==> config.mk <==
export PLATFORM = sky130hd
export DESIGN_NAME = block_mean_and_rectified_average_meter_unit_flat
export DESIGN_NICKNAME = d
export VERILOG_FILES = /design/src/bmram_pkg.sv /design/src/bmram_if.sv /design/src/bmram_sequencer.sv /design/src/bmram_datapath.sv /design/src/block_mean_and_rectified_average_meter_unit.sv /design/src/flat_wrapper.sv
export SDC_FILE = /design/constraint.sdc
export NUM_CORES = 2
export LEC_CHECK = 0
export BUFFER_PORTS_ARGS = -buffer_cell sky130_fd_sc_hd__clkbuf_2
export CAP_MARGIN = 0
export CORE_MARGIN = 2
export CORE_UTILIZATION = 47
export CTS_BUF_LIST = sky130_fd_sc_hd__clkbuf_8
export DETAILED_ROUTE_END_ITERATION = 10
export PLACE_DENSITY_LB_ADDON = 0.2
export SYNTH_ARGS = -nofsm -noshare
export SYNTH_HDL_FRONTEND = slang
export SYNTH_SLANG_ARGS = --single-unit
==> constraint.sdc <==
create_clock -name clock -period 8.7 [get_ports clock]
set_clock_uncertainty 0.05 [all_clocks]
set_input_delay 0.87 -clock clock [delete_from_list [all_inputs] [get_ports clock]]
set_output_delay 0.87 -clock clock [all_outputs]
set_load 0.03 [all_outputs]
==> src/bmram_pkg.sv <==
package bmram_pkg;

   // field widths
   localparam int SAMPLE_BITS   = 12;
   localparam int COUNT_BITS    = 14;
   localparam int ACC_BITS      = SAMPLE_BITS + COUNT_BITS;
   localparam int GAIN_BITS     = 16;
   localparam int OFFSET_BITS   = 24;
   localparam int UNIT_BITS     = 16;
   localparam int VALUE_BITS    = 32;
   localparam int FRAC_BITS     = 16;
   localparam int CSR_DATA_BITS = 24;
   localparam int CSR_INDEX_BITS = 3;

   // reset values of the registers
   localparam int RESET_COUNT = 1000;
   localparam int RESET_GAIN  = 256;
   localparam int RESET_UNIT  = 256;

   // scaling datapath widths
   localparam int MGAIN_BITS = SAMPLE_BITS + 1 + GAIN_BITS;
   localparam int LIN_BITS   = ((MGAIN_BITS > OFFSET_BITS) ? MGAIN_BITS : OFFSET_BITS) + 1;
   localparam int PROD_BITS  = LIN_BITS + UNIT_BITS;
   localparam int Q_BITS     = PROD_BITS - FRAC_BITS;
   localparam int WIDE_BITS  = ((Q_BITS > VALUE_BITS) ? Q_BITS : VALUE_BITS) + 1;

   // divider iteration counter width
   localparam int ITER_BITS = $clog2(ACC_BITS);

   // microprogram store
   localparam int STEP_BITS = 3;

   typedef logic [SAMPLE_BITS-1:0]          sample_type;
   typedef logic [COUNT_BITS-1:0]           count_type;
   typedef logic [ACC_BITS-1:0]             acc_type;
   typedef logic [ITER_BITS-1:0]            iter_type;
   typedef logic signed [GAIN_BITS-1:0]     gain_type;
   typedef logic signed [OFFSET_BITS-1:0]   offset_type;
   typedef logic signed [UNIT_BITS-1:0]     unit_type;
   typedef logic signed [VALUE_BITS-1:0]    value_type;
   typedef logic [CSR_DATA_BITS-1:0]        csr_data_type;
   typedef logic [CSR_INDEX_BITS-1:0]       csr_index_type;
   typedef logic [STEP_BITS-1:0]            step_type;

   // register indexes
   typedef enum logic [CSR_INDEX_BITS-1:0] {
      REG_MODE   = 3'd0,
      REG_COUNT  = 3'd1,
      REG_GAIN   = 3'd2,
      REG_OFFSET = 3'd3,
      REG_UNIT   = 3'd4
   } reg_index_type;

   // datapath operations
   typedef enum logic [2:0] {
      UOP_NOP      = 3'd0,
      UOP_SAMPLE   = 3'd1,
      UOP_DIV_STEP = 3'd2,
      UOP_LEVEL    = 3'd3,
      UOP_MUL_GAIN = 3'd4,
      UOP_OFFSET   = 3'd5,
      UOP_MUL_UNIT = 3'd6,
      UOP_EMIT     = 3'd7
   } uop_type;

   // jump conditions
   typedef enum logic [2:0] {
      COND_NONE       = 3'd0,
      COND_BLOCK_OPEN = 3'd1,
      COND_DIV_BUSY   = 3'd2,
      COND_NO_RESULT  = 3'd3,
      COND_OUT_BUSY   = 3'd4
   } cond_type;

   localparam step_type STEP_SAMPLE   = 3'd0;
   localparam step_type STEP_DIVIDE   = 3'd1;
   localparam step_type STEP_LEVEL    = 3'd2;
   localparam step_type STEP_MUL_GAIN = 3'd3;
   localparam step_type STEP_OFFSET   = 3'd4;
   localparam step_type STEP_MUL_UNIT = 3'd5;
   localparam step_type STEP_EMIT     = 3'd6;

   typedef struct packed {
      uop_type  op;
      cond_type cond;
      step_type target;
      step_type next_step;
   } ucode_word_type;

   typedef struct packed {
      uop_type op;
   } ctrl_type;

   typedef struct packed {
      logic sample_valid;
      logic block_open;
      logic div_busy;
      logic no_result;
      logic out_busy;
   } status_type;

   typedef struct packed {
      logic       mode;
      count_type  count;
      gain_type   gain;
      offset_type offset;
      unit_type   unit;
   } cfg_type;

   typedef struct packed {
      value_type  value;
      sample_type level;
      sample_type bias;
      logic       saturated;
   } result_type;

   // microprogram: jump to target when the condition holds, else go to next_step
   function automatic ucode_word_type ucode_rom(input step_type step);
      ucode_word_type word;
      case (step)
         STEP_SAMPLE:   word = '{UOP_SAMPLE,   COND_BLOCK_OPEN, STEP_SAMPLE, STEP_DIVIDE};
         STEP_DIVIDE:   word = '{UOP_DIV_STEP, COND_DIV_BUSY,   STEP_DIVIDE, STEP_LEVEL};
         STEP_LEVEL:    word = '{UOP_LEVEL,    COND_NO_RESULT,  STEP_SAMPLE, STEP_MUL_GAIN};
         STEP_MUL_GAIN: word = '{UOP_MUL_GAIN, COND_NONE,       STEP_SAMPLE, STEP_OFFSET};
         STEP_OFFSET:   word = '{UOP_OFFSET,   COND_NONE,       STEP_SAMPLE, STEP_MUL_UNIT};
         STEP_MUL_UNIT: word = '{UOP_MUL_UNIT, COND_NONE,       STEP_SAMPLE, STEP_EMIT};
         STEP_EMIT:     word = '{UOP_EMIT,     COND_OUT_BUSY,   STEP_EMIT,   STEP_SAMPLE};
         default:       word = '{UOP_NOP,      COND_NONE,       STEP_SAMPLE, STEP_SAMPLE};
      endcase
      return word;
   endfunction

endpackage

==> src/bmram_if.sv <==
interface bmram_req_if;
   import bmram_pkg::*;
   logic       valid;
   logic       ready;
   sample_type sample;
   modport source (output valid, output sample, input ready);
   modport sink   (input valid, input sample, output ready);
endinterface

interface bmram_rsp_if;
   import bmram_pkg::*;
   logic       valid;
   logic       ready;
   value_type  value;
   sample_type level;
   sample_type bias;
   logic       saturated;
   modport source (output valid, output value, output level, output bias, output saturated,
                   input ready);
   modport sink   (input valid, input value, input level, input bias, input saturated,
                   output ready);
endinterface

interface bmram_csr_if;
   import bmram_pkg::*;
   logic          valid;
   logic          ready;
   csr_index_type index;
   csr_data_type  data;
   modport source (output valid, output index, output data, input ready);
   modport sink   (input valid, input index, input data, output ready);
endinterface

==> src/bmram_sequencer.sv <==
module bmram_sequencer (
   input  logic                   clock,
   input  logic                   reset,
   input  bmram_pkg::status_type  status,
   output bmram_pkg::ctrl_type    ctrl
);
   import bmram_pkg::*;

   step_type       step_ff, step_in;
   ucode_word_type word;
   logic           jump;

   assign word    = ucode_rom(step_ff);
   assign ctrl.op = word.op;

   always_comb begin
      case (word.cond)
         COND_NONE:       jump = 1'b0;
         COND_BLOCK_OPEN: jump = !status.sample_valid || status.block_open;
         COND_DIV_BUSY:   jump = status.div_busy;
         COND_NO_RESULT:  jump = status.no_result;
         COND_OUT_BUSY:   jump = status.out_busy;
         default:         jump = 1'b0;
      endcase
      step_in = jump ? word.target : word.next_step;
   end

   always_ff @(posedge clock) begin
      if (reset) begin
         step_ff <= STEP_SAMPLE;
      end else begin
         step_ff <= step_in;
      end
   end

endmodule

==> src/bmram_datapath.sv <==
module bmram_datapath (
   input  logic                   clock,
   input  logic                   reset,
   input  bmram_pkg::ctrl_type    ctrl,
   input  bmram_pkg::cfg_type     cfg,
   input  logic                   restart,
   input  logic                   sample_valid,
   input  bmram_pkg::sample_type  sample,
   input  logic                   out_busy,
   output bmram_pkg::status_type  status,
   output bmram_pkg::result_type  result
);
   import bmram_pkg::*;

   localparam iter_type DIV_LAST = ITER_BITS'(ACC_BITS - 1);

   logic       phase_ff, phase_in;
   count_type  count_ff, count_in;
   acc_type    acc_ff, acc_in;
   sample_type bias_ff, bias_in;
   acc_type    quo_ff, quo_in;
   count_type  rem_ff, rem_in;
   iter_type   iter_ff, iter_in;
   sample_type level_ff, level_in;
   sample_type out_bias_ff, out_bias_in;
   logic signed [MGAIN_BITS-1:0] mgain_ff, mgain_in;
   logic signed [LIN_BITS-1:0]   lin_ff, lin_in;
   logic signed [PROD_BITS-1:0]  prod_ff, prod_in;

   count_type  len;
   logic       dev;
   sample_type term;
   acc_type    acc_sum;
   count_type  cnt_inc;
   logic       block_open;
   logic [COUNT_BITS:0] shifted;
   logic [COUNT_BITS:0] len_ext;
   logic [COUNT_BITS:0] rem_diff;
   logic       ge;

   logic signed [Q_BITS-1:0]    q;
   logic signed [WIDE_BITS-1:0] q_wide;
   logic [WIDE_BITS-VALUE_BITS:0] top_bits;
   logic       fits;

   // zero block length behaves as one
   assign len     = (cfg.count == '0) ? COUNT_BITS'(1) : cfg.count;
   assign dev     = cfg.mode && phase_ff;
   assign term    = !dev ? sample :
                    (sample > bias_ff) ? sample - bias_ff : bias_ff - sample;
   assign acc_sum = acc_ff + ACC_BITS'(term);
   assign cnt_inc = count_ff + COUNT_BITS'(1);
   assign block_open = (cnt_inc != '0) && (cnt_inc < len);

   // one restoring division step
   assign shifted  = {rem_ff, quo_ff[ACC_BITS-1]};
   assign len_ext  = {1'b0, len};
   assign ge       = shifted >= len_ext;
   assign rem_diff = shifted - len_ext;

   always_comb begin
      phase_in    = phase_ff;
      count_in    = count_ff;
      acc_in      = acc_ff;
      bias_in     = bias_ff;
      quo_in      = quo_ff;
      rem_in      = rem_ff;
      iter_in     = iter_ff;
      level_in    = level_ff;
      out_bias_in = out_bias_ff;
      mgain_in    = mgain_ff;
      lin_in      = lin_ff;
      prod_in     = prod_ff;
      case (ctrl.op)
         UOP_SAMPLE: begin
            if (sample_valid) begin
               if (block_open) begin
                  acc_in   = acc_sum;
                  count_in = cnt_inc;
               end else begin
                  acc_in   = '0;
                  count_in = '0;
                  quo_in   = acc_sum;
                  rem_in   = '0;
                  iter_in  = '0;
               end
            end
         end
         UOP_DIV_STEP: begin
            rem_in  = ge ? rem_diff[COUNT_BITS-1:0] : shifted[COUNT_BITS-1:0];
            quo_in  = {quo_ff[ACC_BITS-2:0], ge};
            iter_in = iter_ff + ITER_BITS'(1);
         end
         UOP_LEVEL: begin
            level_in = quo_ff[SAMPLE_BITS-1:0];
            if (!cfg.mode) begin
               phase_in    = 1'b0;
               out_bias_in = quo_ff[SAMPLE_BITS-1:0];
            end else if (!phase_ff) begin
               bias_in  = quo_ff[SAMPLE_BITS-1:0];
               phase_in = 1'b1;
            end else begin
               phase_in    = 1'b0;
               out_bias_in = bias_ff;
            end
         end
         UOP_MUL_GAIN: mgain_in = $signed({1'b0, level_ff}) * $signed(cfg.gain);
         UOP_OFFSET:   lin_in = LIN_BITS'(mgain_ff) + LIN_BITS'($signed(cfg.offset));
         UOP_MUL_UNIT: prod_in = lin_ff * $signed(cfg.unit);
         default: ;
      endcase
      // mode or length rewrite drops the block in progress
      if (restart) begin
         phase_in = 1'b0;
         count_in = '0;
         acc_in   = '0;
      end
   end

   always_ff @(posedge clock) begin
      if (reset) begin
         phase_ff <= 1'b0;
         count_ff <= '0;
         acc_ff   <= '0;
         bias_ff  <= '0;
         iter_ff  <= '0;
      end else begin
         phase_ff <= phase_in;
         count_ff <= count_in;
         acc_ff   <= acc_in;
         bias_ff  <= bias_in;
         iter_ff  <= iter_in;
      end
   end

   always_ff @(posedge clock) begin
      quo_ff      <= quo_in;
      rem_ff      <= rem_in;
      level_ff    <= level_in;
      out_bias_ff <= out_bias_in;
      mgain_ff    <= mgain_in;
      lin_ff      <= lin_in;
      prod_ff     <= prod_in;
   end

   // floor shift then clip to the value range
   assign q        = Q_BITS'(prod_ff >>> FRAC_BITS);
   assign q_wide   = WIDE_BITS'(q);
   assign top_bits = q_wide[WIDE_BITS-1:VALUE_BITS-1];
   assign fits     = (&top_bits) || !(|top_bits);

   always_comb begin
      if (fits) begin
         result.value = q_wide[VALUE_BITS-1:0];
      end else if (q_wide[WIDE_BITS-1]) begin
         result.value = {1'b1, {(VALUE_BITS-1){1'b0}}};
      end else begin
         result.value = {1'b0, {(VALUE_BITS-1){1'b1}}};
      end
      result.level     = level_ff;
      result.bias      = out_bias_ff;
      result.saturated = !fits;
   end

   assign status.sample_valid = sample_valid;
   assign status.block_open   = block_open;
   assign status.div_busy     = iter_ff != DIV_LAST;
   assign status.no_result    = cfg.mode && !phase_ff;
   assign status.out_busy     = out_busy;

endmodule

==> src/block_mean_and_rectified_average_meter_unit.sv <==
// channel   dir  payload                                   transfer
// req_chan  in   sample[11:0]                              valid && ready
// rsp_chan  out  value[31:0] level[11:0] bias[11:0] sat    valid && ready
// csr_chan  in   index[2:0] data[23:0]                     valid && ready (always ready)
//
// a sample inside a block is taken in the sampling step; the sample that closes a block is followed
// by a restoring divide, so a block end holds req_chan off through the divide and the level step
// (ac bias block) or through those, the scaling steps and any wait on rsp_chan (result block)
// synchronous active-high reset restores the register defaults and clears the block
// the result sits in an output register, so samples keep flowing while it waits
module block_mean_and_rectified_average_meter_unit (
   input logic       clock,
   input logic       reset,
   bmram_req_if.sink   req_chan,
   bmram_rsp_if.source rsp_chan,
   bmram_csr_if.sink   csr_chan
);
   import bmram_pkg::*;

   // configuration registers
   cfg_type cfg_ff, cfg_in;
   logic    restart;

   // output register
   logic       rsp_valid_ff, rsp_valid_in;
   result_type rsp_data_ff, rsp_data_in;

   ctrl_type   ctrl;
   status_type status;
   result_type result;
   logic       out_busy;
   logic       load;
   logic       csr_write;

   assign csr_chan.ready = 1'b1;
   assign csr_write      = csr_chan.valid && csr_chan.ready;

   always_comb begin
      cfg_in  = cfg_ff;
      restart = 1'b0;
      if (csr_write) begin
         case (csr_chan.index)
            REG_MODE: begin
               cfg_in.mode = csr_chan.data[0];
               restart     = 1'b1;
            end
            REG_COUNT: begin
               cfg_in.count = csr_chan.data[COUNT_BITS-1:0];
               restart      = 1'b1;
            end
            REG_GAIN:   cfg_in.gain   = csr_chan.data[GAIN_BITS-1:0];
            REG_OFFSET: cfg_in.offset = csr_chan.data[OFFSET_BITS-1:0];
            REG_UNIT:   cfg_in.unit   = csr_chan.data[UNIT_BITS-1:0];
            default: ;  // writes past the register list are dropped
         endcase
      end
   end

   always_ff @(posedge clock) begin
      if (reset) begin
         cfg_ff.mode   <= 1'b0;
         cfg_ff.count  <= COUNT_BITS'(RESET_COUNT);
         cfg_ff.gain   <= GAIN_BITS'(RESET_GAIN);
         cfg_ff.offset <= '0;
         cfg_ff.unit   <= UNIT_BITS'(RESET_UNIT);
      end else begin
         cfg_ff <= cfg_in;
      end
   end

   // samples are taken only in the sampling step of the microprogram
   assign req_chan.ready = (ctrl.op == UOP_SAMPLE);

   // output register is blocked while a result waits unaccepted
   assign out_busy = rsp_valid_ff && !rsp_chan.ready;
   assign load     = (ctrl.op == UOP_EMIT) && !out_busy;

   always_comb begin
      rsp_data_in = rsp_data_ff;
      if (load) begin
         rsp_valid_in = 1'b1;
         rsp_data_in  = result;
      end else if (rsp_chan.ready) begin
         rsp_valid_in = 1'b0;
      end else begin
         rsp_valid_in = rsp_valid_ff;
      end
   end

   always_ff @(posedge clock) begin
      if (reset) begin
         rsp_valid_ff <= 1'b0;
      end else begin
         rsp_valid_ff <= rsp_valid_in;
      end
   end

   always_ff @(posedge clock) begin
      rsp_data_ff <= rsp_data_in;
   end

   assign rsp_chan.valid     = rsp_valid_ff;
   assign rsp_chan.value     = rsp_data_ff.value;
   assign rsp_chan.level     = rsp_data_ff.level;
   assign rsp_chan.bias      = rsp_data_ff.bias;
   assign rsp_chan.saturated = rsp_data_ff.saturated;

   // step counter and control store
   bmram_sequencer u_sequencer (
      .clock  (clock),
      .reset  (reset),
      .status (status),
      .ctrl   (ctrl)
   );

   // accumulator, divider and scaling chain
   bmram_datapath u_datapath (
      .clock        (clock),
      .reset        (reset),
      .ctrl         (ctrl),
      .cfg          (cfg_ff),
      .restart      (restart),
      .sample_valid (req_chan.valid),
      .sample       (req_chan.sample),
      .out_busy     (out_busy),
      .status       (status),
      .result       (result)
   );

endmodule
==> src/flat_wrapper.sv <==
// flat-port wrapper written by rule: the top's interface ports become plain ports
module block_mean_and_rectified_average_meter_unit_flat import bmram_pkg::*;
  (clock, reset, req_chan_valid, req_chan_sample, req_chan_ready, rsp_chan_valid, rsp_chan_value, rsp_chan_level, rsp_chan_bias, rsp_chan_saturated, rsp_chan_ready, csr_chan_valid, csr_chan_index, csr_chan_data, csr_chan_ready);
  bmram_req_if req_chan_i ();
  bmram_rsp_if rsp_chan_i ();
  bmram_csr_if csr_chan_i ();
  input logic clock;
  input logic reset;
  input wire logic [$bits(req_chan_i.valid)-1:0] req_chan_valid;
  input wire logic [$bits(req_chan_i.sample)-1:0] req_chan_sample;
  output wire logic [$bits(req_chan_i.ready)-1:0] req_chan_ready;
  output wire logic [$bits(rsp_chan_i.valid)-1:0] rsp_chan_valid;
  output wire logic [$bits(rsp_chan_i.value)-1:0] rsp_chan_value;
  output wire logic [$bits(rsp_chan_i.level)-1:0] rsp_chan_level;
  output wire logic [$bits(rsp_chan_i.bias)-1:0] rsp_chan_bias;
  output wire logic [$bits(rsp_chan_i.saturated)-1:0] rsp_chan_saturated;
  input wire logic [$bits(rsp_chan_i.ready)-1:0] rsp_chan_ready;
  input wire logic [$bits(csr_chan_i.valid)-1:0] csr_chan_valid;
  input wire logic [$bits(csr_chan_i.index)-1:0] csr_chan_index;
  input wire logic [$bits(csr_chan_i.data)-1:0] csr_chan_data;
  output wire logic [$bits(csr_chan_i.ready)-1:0] csr_chan_ready;
  assign req_chan_i.valid = req_chan_valid;
  assign req_chan_i.sample = req_chan_sample;
  assign req_chan_ready = req_chan_i.ready;
  assign rsp_chan_valid = rsp_chan_i.valid;
  assign rsp_chan_value = rsp_chan_i.value;
  assign rsp_chan_level = rsp_chan_i.level;
  assign rsp_chan_bias = rsp_chan_i.bias;
  assign rsp_chan_saturated = rsp_chan_i.saturated;
  assign rsp_chan_i.ready = rsp_chan_ready;
  assign csr_chan_i.valid = csr_chan_valid;
  assign csr_chan_i.index = csr_chan_index;
  assign csr_chan_i.data = csr_chan_data;
  assign csr_chan_ready = csr_chan_i.ready;
  block_mean_and_rectified_average_meter_unit u_core (.clock(clock), .reset(reset), .req_chan(req_chan_i), .rsp_chan(rsp_chan_i), .csr_chan(csr_chan_i));
endmodule
==> impl_metrics.toml <==
[sta]
grt_setup_unrepaired = "no"
drv_slew = 0
worst_pin_slew_ns = 1.076
setup_ws_ns = 1.095
relSlewSlack = 0.2754
hold_viol = 0
fmax_ghz = 0.1315
setup_viol = 0
finalSetupTns_ns = 0
period_share = 0.8741
period_needed_ns = 7.605

[routing]
highest_layer = "met4"
wl_per_cell_um = 17.58
drtIter0Drc = 1514
drc = 0
dr_wl_met2_um = 43670
wirelength_um = 95460
drt-met1-wl_um = 43230
vias_per_cell = 5.148
drtPass1Iterations = 5
via_count = 27960
antenna_left = 0
dr_wl_met3_um = 5820

[floorplan]
rows = 106
core_area_um2 = 83690
die-width_um = 294.6
initial_core_util = 0.4742
fp.dieH_um = 294.6
fp.dieArea_um2 = 86780
io_pins = 104

[setup_path]
critPathKind = "reg -> reg"
end_kind = "flop"
cpPeakStageDelay_ns = 0.78
crit_family = "adder cells"
critPathArrivalTime_ns = 7.96
cp_cell_sequence = "buf_4 > nand2_1 > fa_1 > fa_1 > fa_1 > inv_1 > fa_1 > fa_1 > inv_1 > fa_1 > inv_1 > ha_1 > nand3_1 > or4_1 > o21ba_2 > o21ai_0 > a2111oi_0 > o21ai_0 > a31oi_1 > o21bai_1 > xnor2_1"
start_kind = "flop"
worst-path-buf-inv = 4
crit_slowest_cell = "dfxtp_1"
worst_path_most_repeated_cell = "fa_1"
cp_max_fo = 12
cp.required_ns = 9.06

[pwr]
peakVddDrop_v = 0.0001023
p_int_mw = 3.157
comb_power_share = 0.245
net-switching-power_mw = 1.537
switching_share = 0.3274
p_leak_nw = 19.79
p_seq_frac = 0.396
pwr-share-clk = 0.359
total_power_mw = 4.694
p_per_area_nw_per_um2 = 110.2

[placement]
dp_hpwl_um = 73310
placed_cells = 5311
pre_cts_ws_ns = 1.106
gp_congestion = 0.8791
portBuffers = 101

[clocking]
cts_inserted_buffers = 66
cts_tree = "done"
cts_setup_buffers = 0
cts.sinks = 340
htree_num_levels = 3
clock_latency_ns = 0.69
hold_buffers = 0
clk_path_buf_depth = 3
cts_root_buf = "clkbuf_8"
path_clk_slew_ns = 0.05
post_cts_resized = 0

[grt]
first_global_vias = 29300
globalRouteTotalUtil = 0.2310
antenna_found_initial = 1
grt_pass1_wl_um = 156600
grt_start_max_net_pins = 72
grt_overflow = 0

[synthesis]
synth-edff-count = 207
synth_seq_area_share = 0.2237
synthTopCellsByArea = "fa_1 (32%), edfxtp_1 (16%), ha_1 (8.4%), inv_1 (7.6%), dfxtp_1 (6.7%)"
synth_top_family_by_area = "adder cells"
synth_mux_area_frac = 0.01151
synthArstFlopShare = 0
yosysTopAreaCellShare = 0.3228
synthesis.nets = 5171
synthSimpleGateAreaFrac = 0.1531
synth_ff_type = "edfxtp_1"
avgSynthCellArea_um2 = 9.407
syn_area_um2 = 39690
synth_most_common_cell = "inv_1"
yosys.cell_types.count = 74
synth_xor_xnor_area_share = 0.03045
synth_seq_cells = 340
synth_compound_area_frac = 0.07948
ys_warn_count = 0
synthTopCellsByCount = "inv_1 (805), fa_1 (640), nand2_1 (593)"
synth-adder-area-share = 0.4073
synth_top_cell_by_area = "fa_1"
syn-instance-count = 4219

[run]
drv_cap = 0

[cells_and_area]
multi_input_area_um2 = 27110
fillCellCount = 7877
instances_no_fill = 5430
drive_gt1_frac = 0.06193
final_core_util = 0.5090
register_area_um2 = 8879
syn2layout_area_growth_pct = 7.330
nNetsFinal = 5197

[worst_hold_path]
hold_path.class = "reg -> reg"

[outcome]
outcome = "completed"
==> logic make-up after synthesis <==
kind of cell,Yosys count
buffers and inverters,986
DFF,340
and+or+nand+nor,1286
xor gates and xnor gates,138
other,2
muxes,44
AOI/OAI and AO/OA,515
adders and majority gates,908
==> path summary, 6_finish.rpt <==
kind / from / end / slack, ns / cells after the start
worst max-delay path: u_core.cfg_ff[2]$_SDFFE_PP0P_ / u_core.u_datapath.prod_ff[45]$_DFFE_PN_ / 1.10 / 21
worst min-delay path: u_core.u_datapath.prod_ff[43]$_DFFE_PN_ / u_core.rsp_chan.value[27]$_DFFE_PP_ / 0.36 / 0
worst min register to register: u_core.u_datapath.prod_ff[43]$_DFFE_PN_ / u_core.rsp_chan.value[27]$_DFFE_PP_ / 0.36 / 0
worst max register to register: u_core.cfg_ff[2]$_SDFFE_PP0P_ / u_core.u_datapath.prod_ff[45]$_DFFE_PN_ / 1.10 / 21
==> metal layers <==
layer	global-route usage	vias up
met3	0.03868	146
met2	0.3730	768
met4	0.07193	0
met5	0	-
li1	-	13190
met1	0.3186	13850
==> power groups by stage <==
| stage | logic (mW) | clock network [mW] | registers [mW] |
|---|---|---|---|
| CTS | 1.16 | 1.75 | 1.86 |
| finish | 1.15 | 1.68 | 1.86 |
| floorplan | 0.894 | 0 | 1.85 |
| global route | 1.33 | 1.81 | 1.86 |
| detailed placement | 1.15 | 0 | 1.89 |
| global placement | 1.14 | 0 | 1.89 |
==> final cells by class <==
type                       count  share of cell area
multi-input combinational   2893              0.6364
sequential                   340              0.2084
inverter                     806             0.07102
tap                         1134             0.03331
clock buffer                  76             0.02456
timing repair buffer         138             0.01874
clock inverter                42            0.007461
antenna                        1          0.00005875
==> registers in the layout, summed over array words and instances (netlist names) <==
signal,flops
u_core.rsp_chan.valid,1
u_core.u_datapath.iter_ff,5
u_core.rsp_chan.level,12
u_core.u_datapath.quo_ff,26
u_core.u_datapath.count_ff,14
u_core.rsp_chan.bias,12
u_core.u_datapath.bias_ff,12
u_core.cfg_ff,71
u_core.u_datapath.phase_ff,1
u_core.u_datapath.lin_ff,30
u_core.u_datapath.out_bias_ff,12
u_core.rsp_chan.value,30
u_core.u_datapath.mgain_ff,29
u_core.u_datapath.prod_ff,30
u_core.u_datapath.acc_ff,26
u_core.u_datapath.level_ff,12
u_core.u_datapath.rem_ff,14
u_core.u_sequencer.step_ff,3
==> cells in the final DEF, fill, tap and decap left out, types with 20 or more instances in the layout <==
| master | n |
|---|---|
| ha_1 | 268 |
| o21a_1 | 20 |
| mux2i_1 | 31 |
| xnor2_1 | 95 |
| fa_1 | 640 |
| edfxtp_1 | 207 |
| nor2_1 | 177 |
| a21o_1 | 49 |
| or3_1 | 21 |
| buf_4 | 37 |
| clkbuf_2 | 100 |
| clkbuf_8 | 76 |
| inv_1 | 824 |
| dfxtp_1 | 133 |
| nand3_1 | 39 |
| xor2_1 | 43 |
| nand4_1 | 22 |
| a21oi_1 | 206 |
| nor2b_1 | 25 |
| and2_1 | 296 |
| nor3_1 | 37 |
| nand2_1 | 592 |
| o21ai_0 | 109 |
==> worst reg2reg max path, stage by stage (launching register included) <==
cell,delay (ns)
dfxtp_1,0.78
buf_4,0.28
nand2_1,0.08
fa_1,0.51
fa_1,0.46
fa_1,0.54
inv_1,0.05
fa_1,0.49
fa_1,0.49
inv_1,0.05
fa_1,0.47
inv_1,0.04
ha_1,0.31
nand3_1,0.14
or4_1,0.53
o21ba_2,0.20
o21ai_0,0.39
a2111oi_0,0.36
o21ai_0,0.59
a31oi_1,0.24
o21bai_1,0.20
xnor2_1,0.08
==> stage by stage <==
| stage | instance area (um^2) | hold slack, ns |
|---|---|---|
| after floorplan | 39690 | 0.3503 |
| after global placement | 41230 | 0.3523 |
| after detailed placement | 41230 | 0.3545 |
| after CTS | 42590 | 0.3659 |
| after global routing | 42600 | 0.3727 |
| final | 42600 | 0.3618 |
(Power assumes the default switching activity.)
